<file path="src/hw/rtl/sbls_pkg.sv">
`default_nettype none

package sbls_pkg;

    localparam int NUM_BANDS = 16;
    localparam int BAND_W    = 4;
    localparam int BIN_W     = 24;
    localparam int SUM_W     = 32;
    localparam int GAIN_W    = 24;
    localparam int LEVEL_W   = 17;
    localparam int COUNT_W   = 9;

    localparam logic [COUNT_W-1:0] BIN_LIMIT   = 9'd255;
    localparam logic [GAIN_W-1:0]  GAIN_RESET  = 24'd1638;
    localparam logic [LEVEL_W-1:0] ONE_Q16     = 17'd65536;
    localparam logic [BAND_W-1:0]  LAST_BAND   = 4'd15;
    // floor(x / 3) = (x * DIV3_RECIP) >> DIV3_SHIFT, exact for x below 2^19
    localparam logic [17:0]        DIV3_RECIP  = 18'd174763;
    localparam int                 DIV3_SHIFT  = 19;

    typedef struct packed {
        logic signed [BIN_W-1:0] bin_value;
        logic                    last_of_frame;
    } in_item_t;

    typedef struct packed {
        logic [BAND_W-1:0]  band_number;
        logic [LEVEL_W-1:0] band_level;
        logic               last_band;
    } out_item_t;

    // one finished band handed from the binning front to the level unit
    typedef struct packed {
        logic [BAND_W-1:0] band;
        logic [SUM_W-1:0]  sum;
    } band_job_t;

    // last bin of each band (upper band edge minus one)
    function automatic logic [7:0] band_last_bin(input logic [BAND_W-1:0] band);
        logic [7:0] last_bin;
        unique case (band)
            4'd0:    last_bin = 8'd0;
            4'd1:    last_bin = 8'd1;
            4'd2:    last_bin = 8'd2;
            4'd3:    last_bin = 8'd4;
            4'd4:    last_bin = 8'd6;
            4'd5:    last_bin = 8'd9;
            4'd6:    last_bin = 8'd13;
            4'd7:    last_bin = 8'd19;
            4'd8:    last_bin = 8'd27;
            4'd9:    last_bin = 8'd39;
            4'd10:   last_bin = 8'd53;
            4'd11:   last_bin = 8'd73;
            4'd12:   last_bin = 8'd100;
            4'd13:   last_bin = 8'd136;
            4'd14:   last_bin = 8'd186;
            default: last_bin = 8'd254;
        endcase
        return last_bin;
    endfunction

endpackage

`default_nettype wire

</file>
<file path="src/hw/rtl/sbls_queue.sv">
`default_nettype none

module sbls_queue #(
    parameter int DEPTH = 4
) (
    input  wire logic                 aclk,
    input  wire logic                 aresetn,
    input  wire logic                 push_valid,
    output logic                      push_ready,
    input  wire sbls_pkg::band_job_t  push_data,
    output logic                      pop_valid,
    input  wire logic                 pop_ready,
    output sbls_pkg::band_job_t       pop_data
);

    localparam int PTR_W = (DEPTH > 1) ? $clog2(DEPTH) : 1;
    localparam int CNT_W = $clog2(DEPTH + 1);
    localparam logic [PTR_W-1:0] LAST_PTR = PTR_W'(DEPTH - 1);
    localparam logic [CNT_W-1:0] FULL_CNT = CNT_W'(DEPTH);

    sbls_pkg::band_job_t      slot_reg [DEPTH];
    logic [PTR_W-1:0]         wr_ptr_reg, wr_ptr_next;
    logic [PTR_W-1:0]         rd_ptr_reg, rd_ptr_next;
    logic [CNT_W-1:0]         count_reg, count_next;
    logic                     push_fire;
    logic                     pop_fire;

    assign push_ready = (count_reg != FULL_CNT);
    assign pop_valid  = (count_reg != '0);
    assign pop_data   = slot_reg[rd_ptr_reg];
    assign push_fire  = push_valid && push_ready;
    assign pop_fire   = pop_valid && pop_ready;

    always_comb begin
        wr_ptr_next = wr_ptr_reg;
        rd_ptr_next = rd_ptr_reg;
        count_next  = count_reg;
        if (push_fire) begin
            wr_ptr_next = (wr_ptr_reg == LAST_PTR) ? '0 : wr_ptr_reg + 1'b1;
        end
        if (pop_fire) begin
            rd_ptr_next = (rd_ptr_reg == LAST_PTR) ? '0 : rd_ptr_reg + 1'b1;
        end
        if (push_fire && !pop_fire) begin
            count_next = count_reg + 1'b1;
        end else if (pop_fire && !push_fire) begin
            count_next = count_reg - 1'b1;
        end
    end

    always_ff @(posedge aclk) begin
        if (push_fire) begin
            slot_reg[wr_ptr_reg] <= push_data;
        end
    end

    always_ff @(posedge aclk) begin
        if (!aresetn) begin
            wr_ptr_reg <= '0;
            rd_ptr_reg <= '0;
            count_reg  <= '0;
        end else begin
            wr_ptr_reg <= wr_ptr_next;
            rd_ptr_reg <= rd_ptr_next;
            count_reg  <= count_next;
        end
    end

    a_count_bound: assert property (@(posedge aclk) disable iff (!aresetn)
        count_reg <= FULL_CNT)
        else $error("queue count overflow");

    a_ptr_gap: assert property (@(posedge aclk) disable iff (!aresetn)
        (count_reg == '0) || (count_reg == FULL_CNT) |-> (wr_ptr_reg == rd_ptr_reg))
        else $error("queue pointers out of step with count");

    a_push_pop: assert property (@(posedge aclk) disable iff (!aresetn)
        pop_fire && !push_fire |=> count_reg == $past(count_reg) - 1'b1)
        else $error("pop did not reduce count");

endmodule

`default_nettype wire

</file>
<file path="config.mk">
export PLATFORM = sky130hd
export DESIGN_NAME = sbls_queue
export DESIGN_NICKNAME = d
export VERILOG_FILES = /design/src/hw/rtl/sbls_pkg.sv /design/src/hw/rtl/sbls_queue.sv
export SDC_FILE = /design/constraint.sdc
export NUM_CORES = 1
export LEC_CHECK = 0
export BUFFER_PORTS_ARGS = -buffer_cell sky130_fd_sc_hd__buf_2
export CELL_PAD_IN_SITES_DETAIL_PLACEMENT = 1
export CELL_PAD_IN_SITES_GLOBAL_PLACEMENT = 2
export CORE_UTILIZATION = 25
export CTS_BUF_LIST = sky130_fd_sc_hd__clkbuf_16
export DETAILED_ROUTE_END_ITERATION = 12
export PLACE_DENSITY = 0.57
export REMOVE_ABC_BUFFERS = 1
export SLEW_MARGIN = 30
export SYNTH_ARGS = -nofsm -noshare
export SYNTH_HDL_FRONTEND = slang
export SYNTH_SLANG_ARGS = --single-unit
</file>
<file path="constraint.sdc">
create_clock -name aclk -period 3.1 [get_ports aclk]
set_input_delay 0.31 -clock aclk [delete_from_list [all_inputs] [get_ports aclk]]
set_output_delay 0.31 -clock aclk [all_outputs]
set_load 0.01 [all_outputs]
</file>
# Yosys cells after proc, flatten, opt, wreduce, memory -nomap -nowiden

Memory sizes are Yosys's and may differ from the RTL's. A register that Yosys moved wholly into a read port is not among the register bits.
Cells that the tools add are included.

Register bits after elaboration: 7
RAM bits: 144
Input bits: 40
Output and inout bits: 38
Logic and storage cells: 27
Memories: 1

Add/subtract/negate cells: 4
Eq/ne operators: 3
Muxes and demuxes: 8
Reductions and logical operators: 8

Memories:

| name     | depth | width | read ports | clocked after memory_dff | wr ports | RTL line         | source |
|---|---|---|---|---|---|---|---|
| slot_reg | 4     | 36    | 1          | 1                        | 1        | sbls_queue.sv:21 | `sbls_pkg::band_job_t slot_reg [DEPTH];` |

Operators with widths:

| operator            | count |
|---|---|
| $mux 2              | 4 |
| $mux 3              | 2 |
| $add 2x1->2 const B | 2 |
| $eq 2x2->1 const B  | 2 |
| $logic_and 1x1->1   | 4 |
| $add 3x1->3 const B | 1 |
| $ne 3x3->1 const B  | 1 |
| $reduce_bool 3->1   | 1 |
| $sub 3x1->3 const B | 1 |
| $logic_not 1->1     | 2 |
| $mux 1              | 2 |
| $reduce_bool 2->1   | 1 |

# Depth between registers and ports, before layout

Word-level depth: 6
Gate-level depth with buffers: 9
Gate-level depth less buffers: 8

# Worst setup path after synthesis

No wires, ideal clock.

Path kind: register to register
Start: reg count_reg[0]
End: reg count_reg[2]
Setup time: 76 ps
Arrival time: 2,128 ps
Setup slack: 896 ps
Cell stages (with the launch flop): 8
Cell sequence: dfxtp_1 > o31ai_1 > ha_1 > inv_1 > fa_1 > xor2_1 > or3_2 > a21boi_0

Word-level cells in the longest chain between the ends: 5

RTL lines:

| what                                                                | RTL line         | source |
|---|---|---|
| from (decl)                                                         | sbls_queue.sv:24 | `logic [CNT_W-1:0] count_reg, count_next;` |
| from (signal assigned)                                              | sbls_queue.sv:65 | `count_reg <= count_next;` |
| parallel branches: the longest is 5 deep, another holds $sub 3x1->3 | n/a              |  |

Several ways; the timed one is not identified. The select of a mux whose other input is x is not followed.
A chain may end at the register's enable or synchronous reset.

# Final worst setup path

Ends and elaborated chain as after synthesis.

==> impl_metrics.tcl <==
set metrics [dict create \
    cts_tree "built" \
    max_freq_mhz 394 \
    nNetsFinal 378 \
    yosys.area.top_type "edfxtp_1" \
    antenna_cells 0 \
    rr_endpoint "count_reg[2]$_SDFFE_PN0P_" \
    slew_violations 0 \
    die_w_um 153 \
    gp_congestion 0.739 \
    path_max_fanout 5 \
    grt_start_max_net_pins 37 \
    netSwitchingFraction_pct 26.2 \
    crit_required_ps 3440 \
    cp.depth 7 \
    clk_root_buffer_cell "clkbuf_16" \
    clkTransAtPathRegs_ps 70 \
    dr_total_vias 2640 \
    min_path_cells 1 \
    grt_pass1_wl_mm 17.8 \
    drt_iter0_markers 93 \
    grt_pass1_vias 2996 \
    p_switching_w 0.00155 \
    drive_gt1_share_pct 45.1 \
    cp-startpoint "count_reg[0]$_SDFFE_PN0P_" \
    total_power_w 0.00590 \
    clock_sinks 153 \
    slew_headroom_pct 47.2 \
    reg2reg_from "count_reg[0]$_SDFFE_PN0P_" \
    power_density_nw_per_um2 839 \
    finalHoldViolations 0 \
    startpoint_type "register" \
    port_buffers 77 \
    cts_max_level 4 \
    hold_class "in2reg" \
    status "completed" \
    cp_slowest_cell "o31ai_1" \
    largest_reg_flops 144 \
    max_slew.worst_pin.slew_ps 792 \
    vias_per_cell 4.23 \
    ctsHoldBuffers 0 \
    crit_type "reg2reg" \
    setup_viol 0 \
    ys_warn_count 0 \
    synth-seq-cells 153 \
    avgSynthCellArea_um2 23.8 \
    ys_top_cells_by_count "edfxtp_1, mux4_2, dfxtp_1" \
    drtPass1Iterations 6 \
    p_leak_nw 2.35 \
    grt_antenna_before_repair 2 \
    hpwl_mm 6.76 \
    post-cts-setup-buffers 0 \
    synth_top_cell_area_share_pct 76.1 \
    drc_errors 0 \
    clock_path_buffers 2 \
    rsz0062_at_grt "no" \
    yosysSeqAreaShare_pct 79.3 \
    synth.most_common_cell "edfxtp_1" \
    min_period_over_period_pct 81.8 \
    crit_buf_inv 1 \
    fp-row-count 54 \
    clock_latency_ps 420 \
    grt_overflow_total 0 \
    cp-end-kind "register" \
    wl_per_cell_um 18.4 \
    synth_area_um2 5680 \
    grt_usage_pct 10.6 \
    core_area_um2 22000 \
    tns_ps 0 \
    skew_ps 10.8 \
    final_antenna_net_count 0 \
    drv_cap 0 \
    postSynthCellCount 239 \
    cp-endpoint "count_reg[2]$_SDFFE_PN0P_" \
    stdcell_area_um2 7030 \
    synthToLayoutAreaGrowth_pct 23.8 \
    period_needed_ps 2540 \
    cp_cell_sequence "o31ai_1 -> ha_1 -> inv_1 -> fa_1 -> xor2_1 -> or3_2 -> a21boi_0" \
    post_dp_cell_area_um2 6450 \
    pwr-share-comb_pct 19.0 \
    cts_resized 0 \
    ff2ff_path_depth 7 \
    async_flop_share_pct 0 \
    die-area_um2 23300 \
    p_int_w 0.00435 \
    reg2reg_slack_ps 560 \
    ys_types 27 \
    routed_wl_mm 11.5 \
    synth-edff-count 144 \
    synth_area_leaders "edfxtp_1, mux4_2, dfxtp_1, ha_1, buf_6" \
    path_delay_family "compound AO/OA/AOI/OAI gates" \
    p_seq_share_pct 45.8 \
    floorplan.initialDensity_pct 25.8 \
    io_pins 78 \
    pwr-share-clk_pct 35.1 \
    max_stage_delay_ps 550 \
    crit_arrival_ps 2880 \
    synthFlopType "edfxtp_1" \
    fp.dieH_um 153 \
    cts_made_buffers 17 \
    ir_drop_v 0.000347 \
]
[power by group through the flow]
stage	clock network (W)	registers, W	logic [W]
final	0.00207	0.00270	0.00112
after global routing	0.00221	0.00275	0.00122
after CTS	0.00212	0.00272	0.00116
after detailed placement	0	0.00277	0.00115
after global placement	0	0.00275	0.00114
after floorplan	0	0.00270	0.000694
[logic make-up (layout without fill, tap and decap cells)]
family                     after synthesis  after routing  share of synthesized area (%)
AOI/OAI and AO/OA                        6              6                          0.617
xor gates and xnor gates                 2              2                          0.308
adders and majority gates                7              7                           1.67
buffers and inverters                   13            118                           1.43
DFF                                    153            153                           79.3
muxes                                   38             38                           14.6
and+or+nand+nor                         20             20                           2.07
[metrics by stage]
step	setup WS [ps]	utilization, %	hold slack (ps)	instances
after global routing	406	31.9	89.3	624
after floorplan	497	-	409	229
after detailed placement	576	29.3	514	592
after CTS	562	31.9	82.2	624
after global placement	760	29.3	500	592
final	563	31.9	103	624
[layer usage]
| metal | share of wire, % | global-route usage (%) | up-vias |
|---|---|---|---|
| li1 | - | - | 1177 |
| met5 | 0 | 0 | - |
| met2 | 49 | 17.3 | 56 |
| met4 | 1.8 | 4.62 | 0 |
| met1 | 44 | 12.6 | 1393 |
| met3 | 4.8 | 3.90 | 14 |
[how the worst min path moves through the flow]
| stage | from | to |
|---|---|---|
| final | push_data[6] | slot_reg[1][6]$_DFFE_PP_ |
| after global routing | push_data[29] | slot_reg[2][29]$_DFFE_PP_ |
| after CTS | push_data[29] | slot_reg[2][29]$_DFFE_PP_ |
| after detailed placement | wr_ptr_reg[1]$_SDFFE_PN0P_ | wr_ptr_reg[1]$_SDFFE_PN0P_ |
| after global placement | wr_ptr_reg[1]$_SDFFE_PN0P_ | wr_ptr_reg[1]$_SDFFE_PN0P_ |
| after floorplan | push_data[0] | slot_reg[0][0]$_DFFE_PP_ |
[layout by cell type (no fill, tap or decap), drive strengths merged, types with 2 or more instances in the layout]
cell and count:
clkbuf 17, mux2i 2, bufinv 3, clkinv 6, ha 6, and2 2
clkinvlp 3, and3 4, mux4 36, nor2 2, nand2 5, nand3 2
inv 6, o21ai 4, dfxtp 9, buf 83, or3 2, edfxtp 144
[worst reg2reg max path: cells and delay by family, from the launching register on]
kind | cells | cell delay (ps)
AOI/OAI and AO/OA | 2 | 730
xor gates and xnor gates | 1 | 190
adders and majority gates | 2 | 690
buffers and inverters | 1 | 60
DFF | 1 | 370
and+or+nand+nor | 1 | 410
[final cells by class]
type | count | area [um2]
Inverter | 3 | 11.3
Fill cell | 2237 | 15000
Clock buffer | 17 | 425
Multi-Input combinational cell | 73 | 1100
Sequential cell | 153 | 4510
Timing Repair Buffer | 83 | 480
Clock inverter | 15 | 159
Tap cell | 280 | 350
Power figures use the tool's default switching activity.
