File: src/hw/rtl/sbls_pkg.sv
`default_nettype none

package sbls_pkg;

    localparam int NUM_BANDS = 16;
    localparam int BAND_W    = 4;
    localparam int BIN_W     = 24;
    localparam int SUM_W     = 32;
    localparam int GAIN_W    = 24;
    localparam int LEVEL_W   = 17;
    localparam int COUNT_W   = 9;

    localparam logic [COUNT_W-1:0] BIN_LIMIT   = 9'd255;
    localparam logic [GAIN_W-1:0]  GAIN_RESET  = 24'd1638;
    localparam logic [LEVEL_W-1:0] ONE_Q16     = 17'd65536;
    localparam logic [BAND_W-1:0]  LAST_BAND   = 4'd15;
    // floor(x / 3) = (x * DIV3_RECIP) >> DIV3_SHIFT, exact for x below 2^19
    localparam logic [17:0]        DIV3_RECIP  = 18'd174763;
    localparam int                 DIV3_SHIFT  = 19;

    typedef struct packed {
        logic signed [BIN_W-1:0] bin_value;
        logic                    last_of_frame;
    } in_item_t;

    typedef struct packed {
        logic [BAND_W-1:0]  band_number;
        logic [LEVEL_W-1:0] band_level;
        logic               last_band;
    } out_item_t;

    // one finished band handed from the binning front to the level unit
    typedef struct packed {
        logic [BAND_W-1:0] band;
        logic [SUM_W-1:0]  sum;
    } band_job_t;

    // last bin of each band (upper band edge minus one)
    function automatic logic [7:0] band_last_bin(input logic [BAND_W-1:0] band);
        logic [7:0] last_bin;
        unique case (band)
            4'd0:    last_bin = 8'd0;
            4'd1:    last_bin = 8'd1;
            4'd2:    last_bin = 8'd2;
            4'd3:    last_bin = 8'd4;
            4'd4:    last_bin = 8'd6;
            4'd5:    last_bin = 8'd9;
            4'd6:    last_bin = 8'd13;
            4'd7:    last_bin = 8'd19;
            4'd8:    last_bin = 8'd27;
            4'd9:    last_bin = 8'd39;
            4'd10:   last_bin = 8'd53;
            4'd11:   last_bin = 8'd73;
            4'd12:   last_bin = 8'd100;
            4'd13:   last_bin = 8'd136;
            4'd14:   last_bin = 8'd186;
            default: last_bin = 8'd254;
        endcase
        return last_bin;
    endfunction

endpackage

`default_nettype wire

File: src/hw/rtl/sbls_front.sv
`default_nettype none

module sbls_front (
    input  wire logic                aclk,
    input  wire logic                aresetn,
    input  wire logic                s_valid,
    output logic                     s_ready,
    input  wire sbls_pkg::in_item_t  s_data,
    output logic                     job_valid,
    input  wire logic                job_ready,
    output sbls_pkg::band_job_t      job_data
);

    logic [sbls_pkg::COUNT_W-1:0] bin_count_reg, bin_count_next;
    logic [sbls_pkg::BAND_W:0]    band_reg, band_next;
    logic [sbls_pkg::SUM_W-1:0]   sum_reg, sum_next;
    logic [sbls_pkg::SUM_W-1:0]   sum_add;
    logic                         in_fire;
    logic                         active;
    logic                         band_done;

    // hold the input whenever the queue cannot take a finished band
    assign s_ready = job_ready;
    assign in_fire = s_valid && s_ready;

    assign active    = (bin_count_reg < sbls_pkg::BIN_LIMIT) && !band_reg[sbls_pkg::BAND_W];
    assign sum_add   = sum_reg + {{(sbls_pkg::SUM_W-sbls_pkg::BIN_W){s_data.bin_value[sbls_pkg::BIN_W-1]}},
                                  s_data.bin_value};
    assign band_done = active && (bin_count_reg[7:0] ==
                       sbls_pkg::band_last_bin(band_reg[sbls_pkg::BAND_W-1:0]));

    assign job_valid     = in_fire && band_done;
    assign job_data.band = band_reg[sbls_pkg::BAND_W-1:0];
    assign job_data.sum  = sum_add;

    always_comb begin
        bin_count_next = bin_count_reg;
        band_next      = band_reg;
        sum_next       = sum_reg;
        if (in_fire) begin
            if (band_done) begin
                sum_next  = '0;
                band_next = band_reg + 1'b1;
            end else if (active) begin
                sum_next = sum_add;
            end
            if (bin_count_reg < sbls_pkg::BIN_LIMIT) begin
                bin_count_next = bin_count_reg + 1'b1;
            end
            if (s_data.last_of_frame) begin
                bin_count_next = '0;
                band_next      = '0;
                sum_next       = '0;
            end
        end
    end

    always_ff @(posedge aclk) begin
        if (!aresetn) begin
            bin_count_reg <= '0;
            band_reg      <= '0;
            sum_reg       <= '0;
        end else begin
            bin_count_reg <= bin_count_next;
            band_reg      <= band_next;
            sum_reg       <= sum_next;
        end
    end

    a_count_bound: assert property (@(posedge aclk) disable iff (!aresetn)
        bin_count_reg <= sbls_pkg::BIN_LIMIT)
        else $error("bin count past limit");

    a_band_bound: assert property (@(posedge aclk) disable iff (!aresetn)
        band_reg[sbls_pkg::BAND_W] |-> (band_reg[sbls_pkg::BAND_W-1:0] == '0) &&
                                      (bin_count_reg == sbls_pkg::BIN_LIMIT))
        else $error("all bands done before bin limit");

    a_frame_restart: assert property (@(posedge aclk) disable iff (!aresetn)
        in_fire && s_data.last_of_frame |=> (bin_count_reg == '0) && (band_reg == '0) &&
                                           (sum_reg == '0))
        else $error("frame end did not restart binning");

endmodule

`default_nettype wire

File: config.mk
export PLATFORM = sky130hd
export DESIGN_NAME = sbls_front
export DESIGN_NICKNAME = d
export VERILOG_FILES = /design/src/hw/rtl/sbls_pkg.sv /design/src/hw/rtl/sbls_front.sv
export SDC_FILE = /design/constraint.sdc
export NUM_CORES = 1
export LEC_CHECK = 0
export BUFFER_PORTS_ARGS = -buffer_cell sky130_fd_sc_hd__buf_2
export CORE_MARGIN = 1
export CORE_UTILIZATION = 40
export DETAILED_ROUTE_END_ITERATION = 16
export PLACE_DENSITY = 0.65
export SYNTH_ARGS = -nofsm -noshare
export SYNTH_HDL_FRONTEND = slang
export SYNTH_SLANG_ARGS = --single-unit
File: constraint.sdc
create_clock -name aclk -period 2.46 [get_ports aclk]
set_input_delay 0.123 -clock aclk [delete_from_list [all_inputs] [get_ports aclk]]
set_output_delay 0.123 -clock aclk [all_outputs]
set_load 0.005 [all_outputs]
## Word-level counts from Yosys, hierarchy flattened

Memory sizes are Yosys's and may differ from the RTL's. A register that Yosys moved wholly into a read port is not among the register bits.
Index checks and enable logic that the tools add are counted.

- Flip-flop bits (word level): 46
- Bits in read-only memories: 128
- Input port bits: 29
- Output and inout port bits: 38
- Logic and storage cells: 29
- Memories: 1

- $add $sub $neg: 3
- Order comparisons: 1
- Equality and inequality tests: 1
- Muxes and demuxes: 9
- Reduce and logical (&&, ||, !) cells: 11

Memory list:

| name | depth | bits a word | read ports | clocked after memory_dff | write ports | RTL line | RTL |
|---|---|---|---|---|---|---|---|
| (name not given) | 16 | 8 | 1 | 1 | 0 | sbls_pkg.sv:41 | `unique case (band)` |

Operators with widths:

| kind | count |
|---|---|
| $mux W32 | 3 |
| $add A32 B32 Y32 | 1 |
| $mux W9 | 2 |
| $mux W5 | 2 |
| $add A9 B1 Y9 const B | 1 |
| $lt A9 B8 Y1 const B | 1 |
| $eq A8 B8 Y1 | 1 |
| $mux W4 | 2 |
| $reduce_and A2 Y1 | 3 |
| $add A5 B1 Y5 const B | 1 |
| $logic_and A1 B1 Y1 | 4 |
| $reduce_bool A2 Y1 | 2 |
| $reduce_bool A3 Y1 | 1 |
| $logic_not A1 Y1 | 1 |

## Logic depth before layout (Yosys ltp)

Gate-level depths: netlist (run 1).

- Word-level depth: 7
- Mapped depth: 10
- Mapped depth without buffers: 10

## Least setup slack after synthesis (run 1)

No wires, ideal clock.

- Kind: reg2reg
- Start: reg sum_reg[0] (netlist bit)
- End: reg sum_reg[30] (netlist bit)
- Library setup time: 0.117 ns
- Data arrival time: 2.578 ns
- Required time: 2.343 ns
- Setup slack: -0.235 ns
- Stages on the path, launching flop included: 11
- Buffers on the path: 0
- Period minus slack after synthesis: 2.695 ns
- Cell sequence: dfxtp_1 > ha_1 > fa_1 > a211oi_1 > o21bai_1 > a311oi_1 > nor3_1 > a2111oi_1 > o41ai_1 > xnor2_1 > a22o_1

RTL lines:

| what | RTL line | RTL |
|---|---|---|
| start, declared | sbls_front.sv:16 | `logic [sbls_pkg::SUM_W-1:0] sum_reg, sum_next;` |
| start signal, assigned | sbls_front.sv:66 | `sum_reg <= sum_next;` |

==> results of run 1 <==
-- kinds of logic after synthesis --
logic type	count (synthesis)
AO/OA/AOI/OAI	158
AND/OR/NAND/NOR	138
buffers and inverters	44
XOR/XNOR	44
multiplexers	5
adder cells (fa/ha/maj)	39
flip-flops	54
-- cell usage in the layout (no fill, tap or decap), types with 6 or more instances in the layout --
cell / count
buf_4: 82
buf_2: 66
dfxtp_1: 44
a21oi_1: 33
nand2_1: 32
ha_1: 25
nor2_1: 23
inv_1: 19
xor2_1: 17
nor2b_1: 16
xnor2_1: 15
a21o_1: 14
a22oi_1: 14
a22o_1: 14
ha_4: 12
o21ai_0: 10
o21bai_1: 9
buf_6: 9
nand3_1: 8
nand4_1: 8
a21oi_2: 7
dfxtp_2: 7
nor3_1: 6
a31oi_1: 6
-- how the worst max path moves through the flow --
stage          cells past startpoint                     from                       end
6_report                          11  sum_reg[0]$_SDFFE_PN0P_              job_data[28]
5_1_grt                           11  sum_reg[0]$_SDFFE_PN0P_              job_data[24]
4_1_cts                           10  sum_reg[0]$_SDFFE_PN0P_              job_data[26]
3_5_place_dp                      10  sum_reg[1]$_SDFFE_PN0P_              job_data[25]
3_3_place_gp                      10  sum_reg[1]$_SDFFE_PN0P_              job_data[25]
2_1_floorplan                     10  sum_reg[0]$_SDFFE_PN0P_  sum_reg[30]$_SDFFE_PN0P_
-- cell type report --
cell class                      count  area (µm²)
Sequential cell                    54        1100
Inverter                           20        75.1
Fill cell                         842        3800
Clock inverter                      3        47.5
Timing Repair Buffer              157        1050
Tap cell                          133         166
Clock buffer                        5        68.8
Multi-Input combinational cell    385        3470
-- metrics by stage --
step                      area [µm²]  total power (W)  TNS [ns]  utilization
after CTS                       5580          0.00203     -4.75        0.571
final                           5970          0.00207     -7.31        0.611
after global routing            5970          0.00217    -11.46        0.611
after global placement          4960          0.00133     -2.71        0.508
after floorplan                 4070          0.00115  -0.00905            -
after detailed placement        4960          0.00133     -3.30        0.508
-- worst max-delay path: stages, from the launching register on --
cell	delay (ns)
dfxtp_2	0.35
ha_4	0.16
fa_2	0.36
a211oi_2	0.23
o21bai_2	0.11
a311oi_2	0.40
nor3_2	0.13
buf_4	0.16
a211o_1	0.28
nand2_2	0.08
xnor2_2	0.11
buf_2	0.14
-- power by group through the flow --
stage	registers, W	logic (W)	clock network, W
after floorplan	0.000912	0.000241	0
after global placement	0.000914	0.000414	0
after detailed placement	0.000915	0.000419	0
after CTS	0.000895	0.000479	0.000658
after global routing	0.000896	0.000579	0.000698
final	0.000894	0.000535	0.000645
-- layer usage --
layer / track usage / part of all wire
met1: 0.287 / 0.43
met2: 0.419 / 0.51
met3: 0.0373 / 0.041
met4: 0.0813 / 0.020
met5: 0 / 0
-- repair_timing --
action,in CTS,in global routing
cloned,1,0
hold endpoints to repair,0,0
gates resized for setup,74,61
setup buffers,13,14
pin swaps,29,39
endpoints found under the setup margin,39,43
==> metrics.md, run 1 <==
| Metric | Value |
|---|---|
| Top post-synthesis cells by count | dfxtp_1, a21oi_1, ha_1 |
| Placed Cells | 725 |
| Gate Count Post-Synth | between 400 and 500 |
| Synth Area in Adders | 0.122 |
| Switching share of power | 0.303 |
| Failing checks | setup timing |
| Fmax | ~0.34 GHz |
| RSZ-0062 raised after global routing | true |
| Final Hold Fails | 0 |
| Critical Path RT | approximately 2.3 ns |
| Status | finished, violations left |
| Number of global-route vias before repair | about 4200 |
| CTS buffer count | 5 |
| Max Cap Viol | 0 |
| Hold path endpoint | sum_reg[0]$_SDFFE_PN0P_ |
| DR vias/cell | around 5.6 |
| Initial antenna violation count | 0 |
| Post-synthesis cell type count | 64 |
| Buffer depth of the longest clock path | 2 |
| Yosys reg bits | 54 |
| Register area share after synthesis | 0.267 |
| CTS Hold Buffers Added | 0 |
| Routed len/inst | roughly 17 µm |
| H-tree levels | 2 |
| Mean Syn Cell Area | roughly 8.4 µm² |
| Overflow after GRT | 0 |
| Yosys top cell area share | 0.267 |
| Routed vias | between 4000 and 5000 |
| Post-Syn Nets | 550 |
| IO Count | 67 |
| Final Skew | between 0.01 and 0.015 ns |
| Pre-CTS setup slack | -0.291 ns |
| Root Driver | clkbuf_8 |
| Tmin final | between 2 and 3 ns |
| Hold_sp | s_data[1] |
| Pint | roughly 0.0014 W |
| Core area | between 0.009 and 0.01 mm² |
| Post-synthesis mux area share | 0.0127 |
| Ys async rst share | 0 |
| Worst path arrival time | ~2.8 ns |
| Endpoints failing setup | 31 |
| I/O Buffers | 66 |
| Final WL | about 13000 µm |
| R2R Path Start | sum_reg[0]$_SDFFE_PN0P_ |
| Largest family of logic cells by synthesized area | compound AO/OA/AOI/OAI gates |
| Ys flop type | dfxtp_1 |
| Width of the chip | just over 100 µm |
| Hpwl dp | 8670 µm |
| EDFF count, synth | 0 |
| Synth-to-layout area growth | 47.6% |
| Drt initial violations | roughly 120 |
| Simple-Gate Fraction of Synth Area | 0.188 |
| Clk sinks | 54 |
| Slew @ Worst Pin | 0.699 ns |
| CP Class | reg -> out |
| Slew HR | 0.534 |
| Logic pwr share | 0.258 |
| GRT Total Usage | 0.236 |
| Startpoint types | register |
| Hold crit path type | in -> reg |
| Row Count | 36 |
| Starting density of the core | 0.414 |
| Die height | about 100 µm |
| Area contributors post-synth | dfxtp_1, ha_1, a21oi_1, xnor2_1, xor2_1 |
| CP Capture Type | output port |
| Clock transition at path regs | about 0.10 ns |
| Worst-path maximum fanout | 2 |
| Tcrit/Tclk final | 1.20 |
| Synth Area in Compound Gates | 0.268 |
| Largest net degree at the start of global routing | 29 |
| First-pass GRT wire length | between 15000 and 20000 µm |
| Share of cells above drive strength 1 | 0.431 |
| DRT Pass-1 Iters | 4 |
| Cell Area, Synth | between 0.004 and 0.005 mm² |
| Worst setup margin | -0.498 ns |
| Top-count cell post-synth | dfxtp_1 |
| Final hold slack | between 0.2 and 0.25 ns |
| Die area | between 0.01 and 0.015 mm² |
| ANT nets after route | 0 |
| Worst R2R Setup Slack | -0.16 ns |
| Net Sw Power | around 0.00063 W |
| Reg2reg end | sum_reg[28]$_SDFFE_PN0P_ |
| Final std cells w/o fill | approximately 760 |
| VDD IR max | around 210 µV |
| Global placer's final weighted congestion | 0.903 |
| Synth area leader | dfxtp_1 |
| Post-synthesis xor/xnor area fraction | 0.0953 |
| FF-to-FF path depth | 11 |
| CTS tree | built |
| Hold depth | 4 |
| Power Density | 347 mW/mm² |
| Clk Latency, worst-skew pair | about 0.32 ns |
| Reg power frac | 0.431 |
| Clk pwr share | 0.311 |
| Antenna cells | 0 |
| Residual DRC count | 0 |
| Max Slew Vio Count | 0 |
| Yosys warns | 0 |
| Leakage | ~2.7 nW |
| Layout Nets | 691 |
(Power assumes the default switching activity.)
==> inputs of run 2 (changes only) <==
REMOVE_ABC_BUFFERS = 1   (was not set)
==> run 2 against run 1 <==
Net effect:
- the run still ends with setup timing left
- maximum frequency fell by 5.3%
- cell count grew 4.8%
- register-to-register slack worse by 0.23 ns
- worst hold slack worse by 0.089 ns
- first-iteration DRC count grew 79%
- clock skew increased by 0.00055 ns
- clock power down 14%
- power shrank 1.2%
- via count increased by 5.3%
- wire length increased by 8.4%
- largest cell class unchanged
- largest power group unchanged
==> metrics.md, run 2 (same netlist as run 1, synthesis figures left out) <==
| Metric | Value |
|---|---|
| Status | finished, violations left |
| Failing checks | setup timing |
| H-tree levels | 2 (unchanged) |
| DP Area | 0.00502 mm² (+1.2%) |
| Worst path arrival time | 3.00 ns (+0.17 ns) |
| Clk Latency, worst-skew pair | 0.33 ns (about the same) |
| DR vias/cell | 5.59 (+0.54%) |
| Routed vias | 4436 (+5.3%) |
| Clk sinks | 54 (unchanged) |
| Buffer depth of the longest clock path | 2 (unchanged) |
| GRT Total Usage | 0.231 (-0.00452) |
| Row Count | 36 (unchanged) |
| Commonest non-fill, non-tap cell in the layout | buf_4 |
| DRT Pass-1 Iters | 4 (unchanged) |
| Placed Cells | 736 (+1.5%) |
| Final std cells w/o fill | 793 (+4.8%) |
| Crit-path leading delay family | compound AO/OA/AOI/OAI gates |
| ANT nets after route | 0 (unchanged) |
| CP Class | reg -> out |
| Max stage delay on crit path | 0.39 ns (about the same) |
| Slew HR | 0.531 (-0.00268) |
| Worst Path Buf+Inv | 2 (unchanged) |
| Reg power frac | 0.438 (+0.007) |
| Post-route cell area | 0.00635 mm² (+6.3%) |
| Starting density of the core | 0.414 (unchanged) |
| CP max stage cell | a311oi_2 |
| Residual DRC count | 0 (unchanged) |
| Width of the chip | 103 µm (unchanged) |
| Synth-to-layout area growth | 57.0% |
| Final core occ | 0.650 (+0.0387) |
| IO Count | 67 (unchanged) |
| Fmax | 0.320 GHz (-5.3%) |
| Final Hold Fails | 0 (unchanged) |
| Final Skew | 0.0154 ns (+0.000551 ns) |
| Final WL | 13600 µm (+8.4%) |
| Crit-path cells | ha_4 > fa_2 > a211oi_2 > o21bai_2 > a311oi_2 > nor3_2 > a2111oi_2 > buf_4 > o41ai_2 > xnor2_1 > buf_2 |
| Die area | 0.0105 mm² (unchanged) |
| Fillers | 755 (-10%) |
| VDD IR max | 238 µV (+12%) |
| Critical Path RT | 2.34 ns (about the same) |
| CTS tree | built |
| Tcrit/Tclk final | 1.27 (+0.0677) |
| Power Density | 323 mW/mm² (-7.1%) |
| Global placer's final weighted congestion | 0.883 (-2.2%) |
| Switching share of power | 0.322 (+0.0191) |
| Number of global-route vias before repair | 4064 (-2.7%) |
| Clk pwr share | 0.272 (-0.039) |
| Worst-path maximum fanout | 2 (unchanged) |
| Net Sw Power | 0.000660 W (+5.0%) |
| Commonest cells after routing, fill and taps aside | buf_4, buf_2, dfxtp_1 |
| Tmin final | 3.12 ns (+0.167 ns) |
| Worst setup margin | -0.664 ns (-0.167 ns) |
| First-pass GRT wire length | 19000 µm (-2.8%) |
| Startpoint types | register |
| CTS Hold Buffers Added | 0 (unchanged) |
| Overflow after GRT | 0 (unchanged) |
| Endpoints failing setup | 40 (+29%) |
| RSZ-0062 raised after global routing | true |
| Largest net degree at the start of global routing | 20 (-31%) |
| Initial antenna violation count | 1 (+1) |
| Layout Nets | 726 (+5.1%) |
| Share of cells above drive strength 1 | 0.487 (+0.0560) |
| Slew @ Worst Pin | 0.703 ns (+0.00402 ns) |
| Max Slew Vio Count | 0 (unchanged) |
| Routed len/inst | 17.2 µm (+3.5%) |
| Root Driver | clkbuf_8 |
| I/O Buffers | 66 (unchanged) |
| Hpwl dp | 8620 µm (-0.58%) |
| Pint | 0.00139 W (-3.9%) |
| Leakage | 2.92 nW (+7.9%) |
| Core area | 0.00977 mm² (unchanged) |
| Logic pwr share | 0.291 (+0.033) |
| CP Capture Type | output port |
| Drt initial violations | 217 (+79%) |
| Hold crit path type | in -> reg |
| Max Cap Viol | 0 (unchanged) |
| Clock transition at path regs | 0.11 ns (about the same) |
| CTS buffer count | 5 (unchanged) |
| Die height | 103 µm (unchanged) |
==> run 2: worst min-delay path, delay by kind of cell <==
| kind | cells | cell delay, ns |
|---|---|---|
| buf+inv | 1 | 0.17 |
| simple gates | 2 | 0.15 |
==> run 2: power by group through the flow <==
stage               Combinational, W  Clock, W  Sequential, W
floorplan                   0.000226         0       0.000912
global placement            0.000419         0       0.000914
detailed placement          0.000429         0       0.000915
CTS                         0.000485  0.000570       0.000896
global route                0.000636  0.000611       0.000899
finish                      0.000596  0.000556       0.000897
==> run 2: through the flow <==
stage	setup slack, ns	power (W)	hold slack (ns)	setup TNS, ns
CTS	-0.568	0.00195	0.147	-8.26
floorplan	-0.235	0.00114	0.246	-0.619
global route	-0.777	0.00215	0.146	-14.99
detailed placement	-0.544	0.00134	0.451	-6.15
global placement	-0.487	0.00133	0.444	-6.01
finish	-0.664	0.00205	0.159	-11.86
==> run 2: metal layers <==
metal	vias up	GRT usage	routed length (µm)
li1	2106	-	-
met1	2106	0.274	5490
met2	181	0.421	6950
met3	43	0.0298	699
met4	0	0.0901	493
met5	-	0	0
==> run 2: area by class of cell <==
| type | count | area (µm²) | area share |
|---|---|---|---|
| Multi-Input combinational cell | 385 | 3570 | 0.563 |
| Timing Repair Buffer | 192 | 1340 | 0.210 |
| Sequential cell | 54 | 1100 | 0.174 |
| Tap cell | 133 | 166 | 0.0262 |
| Inverter | 20 | 75.1 | 0.0118 |
| Clock buffer | 5 | 68.8 | 0.0108 |
| Clock inverter | 3 | 26.3 | 0.00414 |
| Antenna cell | 1 | 2.50 | 0.000394 |
==> run 2: final timing paths <==
kind | startpoint | endpoint | slack [ns] | depth (start not counted)
setup / recovery | sum_reg[0]$_SDFFE_PN0P_ | job_data[30] | -0.66 | 11
hold / removal | aresetn | register | 0.16 | 3
setup reg to reg | sum_reg[0]$_SDFFE_PN0P_ | sum_reg[26]$_SDFFE_PN0P_ | -0.39 | 12
hold reg to reg | sum_reg[9]$_SDFFE_PN0P_ | sum_reg[9]$_SDFFE_PN0P_ | 0.48 | 2
==> run 2: what timing repair did <==
| action | 4_1_cts | 5_1_grt |
|---|---|---|
| resized for setup | 63 | 101 |
| pin swaps | 28 | 56 |
| setup endpoints to repair | 42 | 51 |
| buffers inserted | 19 | 34 |
| gates cloned | 0 | 1 |
==> inputs of run 3 (changes only) <==
CORE_MARGIN = 2   (was 1)
==> run 3 against run 2 <==
Net effect:
- the run still ends with setup timing left
- setup slack gained 0.037 ns
- core utilization is 1.0 points lower
- combinational power fell by 1%
- critical path depth stayed put
- cell area decreased by 1.6%
- clock-buffer cell count unchanged
- wire length decreased by 1.6%
- flip-flop and latch count stayed put
==> metrics.md, run 3 (same netlist as run 1, synthesis figures left out) <==
| Metric | Value |
|---|---|
| Fmax | 0.324 GHz (+1.2%) |
| Worst setup margin | -0.628 ns (+0.0367 ns) |
| Max stage delay on crit path | 0.36 ns (-0.03 ns) |
| Hold depth | 2 (-1) |
| Failing checks | setup timing |
| Worst Path Buf+Inv | 2 (unchanged) |
| Share of cells above drive strength 1 | 0.464 (-0.0230) |
| Crit-path leading delay family | compound AO/OA/AOI/OAI gates |
| Slew @ Worst Pin | 0.684 ns (-0.0194 ns) |
| RSZ-0062 raised after global routing | true |
| Total Power | 0.00206 W (+0.71%) |
| Tmin final | 3.09 ns (-0.0367 ns) |
| CP max stage cell | a311oi_2 |
| Worst-path maximum fanout | 2 (unchanged) |
| Routed vias | 4353 (-1.9%) |
| Critical Path RT | 2.34 ns (about the same) |
| CTS Hold Buffers Added | 0 (unchanged) |
| Leakage | 2.91 nW (-0.37%) |
| FF-to-FF path depth | 15 (+3) |
| Endpoints failing setup | 39 (-2.5%) |
| Die area | 0.0109 mm² (+3.9%) |
| Power Density | 330 mW/mm² (+2.3%) |
| I/O Buffers | 66 (unchanged) |
| Hold crit path type | in -> reg |
| CTS buffer count | 5 (unchanged) |
| Crit. Startpoint | sum_reg[0]$_SDFFE_PN0P_ |
| Buffer depth of the longest clock path | 2 (unchanged) |
| R2R Path Start | sum_reg[0]$_SDFFE_PN0P_ |
| Starting density of the core | 0.414 (unchanged) |
| Final hold slack | 0.130 ns (-0.0297 ns) |
| Row Count | 36 (unchanged) |
| Max Cap Viol | 0 (unchanged) |
| Worst path arrival time | 2.96 ns (-0.04 ns) |
| Crit-path cells | ha_4 > fa_2 > a211oi_2 > o21bai_2 > a311oi_2 > nor3_2 > a2111oi_2 > buf_4 > o41ai_2 > xnor2_1 > buf_2 |
| Width of the chip | 105 µm (+2.0%) |
| Clk Latency, worst-skew pair | 0.35 ns (+0.02 ns) |
| Residual DRC count | 0 (unchanged) |
| Root Driver | clkbuf_8 |
| Initial antenna violation count | 0 (-1) |
| Slew HR | 0.544 (+0.0129) |
| CTS tree | built |
| CP Class | reg -> out |
| Status | finished, violations left |
| Global placer's final weighted congestion | 0.913 (+3.4%) |
| Die height | 105 µm (+2.0%) |
| Antenna cells | 0 (-1) |
| CP Capture Type | output port |
| Core area | 0.00977 mm² (unchanged) |
| GRT Total Usage | 0.220 (-0.0115) |
| VDD IR max | 390 µV (+64%) |
| Clk sinks | 54 (unchanged) |
| Fillers | 751 (-0.53%) |
| Drt initial violations | 256 (+18%) |
| Hpwl dp | 8620 µm (about the same) |
| ANT nets after route | 0 (unchanged) |
| Final std cells w/o fill | 788 (-0.63%) |
| IO Count | 67 (unchanged) |
| First-pass GRT wire length | 19700 µm (+3.6%) |
| Largest net degree at the start of global routing | 20 (unchanged) |
| Final WL | 13400 µm (-1.6%) |
| Overflow after GRT | 0 (unchanged) |
| Final Skew | 0.00666 ns (-0.00870 ns) |
| Synth-to-layout area growth | 54.5% |
| Tcrit/Tclk final | 1.26 (-0.0149) |
| Max Slew Vio Count | 0 (unchanged) |
| Startpoint types | register |
| H-tree levels | 2 (unchanged) |
| Placed Cells | 736 (unchanged) |
| Number of global-route vias before repair | 4184 (+3.0%) |
| DR vias/cell | 5.52 (-1.2%) |
| Layout Nets | 722 (-0.55%) |
| Clock transition at path regs | 0.11 ns (about the same) |
| DRT Pass-1 Iters | 4 (unchanged) |
| Routed len/inst | 17.0 µm (-1.0%) |
| Hold_sp | aresetn |
| Commonest cells after routing, fill and taps aside | buf_4, buf_2, dfxtp_1 |
| Commonest non-fill, non-tap cell in the layout | buf_4 |
| Final Hold Fails | 0 (unchanged) |
| Stages on worst setup path | 11 (unchanged) |
==> run 3: repair_timing <==
action	in CTS	in global routing
pin swaps	32	40
hold endpoints to repair	0	0
resized for setup	77	77
endpoints found under the setup margin	41	47
buffers inserted	23	28
==> run 3: metal layers <==
layer  global-route usage  vias up  part of all wire
met5                    0        -                 0
met4               0.0965        0             0.029
met3               0.0362       38             0.043
met2                0.380      146              0.51
met1                0.267     2077              0.42
li1                     -     2092                 -
==> run 3: area by class of cell <==
type	instances	area (µm²)	area share
inverters	20	75.1	0.0120
clock inverters	3	28.8	0.00460
clock buffers	5	68.8	0.0110
repair buffers	189	1330	0.213
flip-flops and latches	54	1100	0.175
well taps	133	166	0.0266
multi-input cells	384	3490	0.558
==> run 3: per-stage QoR <==
| stage | area (µm²) | setup TNS (ns) | worst slack, ns | util |
|---|---|---|---|---|
| floorplan | 3930 | -0.619 | -0.235 | - |
| finish | 6250 | -10.70 | -0.628 | 0.640 |
| CTS | 5660 | -7.18 | -0.610 | 0.579 |
| global route | 6250 | -15.13 | -0.758 | 0.640 |
| global placement | 5020 | -6.18 | -0.473 | 0.514 |
| detailed placement | 5020 | -7.42 | -0.613 | 0.514 |
==> run 3: where the power goes <==
| part | internal (W) | switching, W |
|---|---|---|
| logic | 0.000288 | 0.000299 |
| clock network | 0.000214 | 0.000366 |
| registers | 0.000885 | 0.0000109 |
| total | 0.00139 | 0.000676 |
==> run 3: path summary, 6_finish.rpt <==
kind,to,slack (ns)
min,register,0.13
max reg2reg,sum_reg[27]$_SDFFE_PN0P_,-0.37
min reg2reg,sum_reg[9]$_SDFFE_PN0P_,0.48
max,job_data[30],-0.63
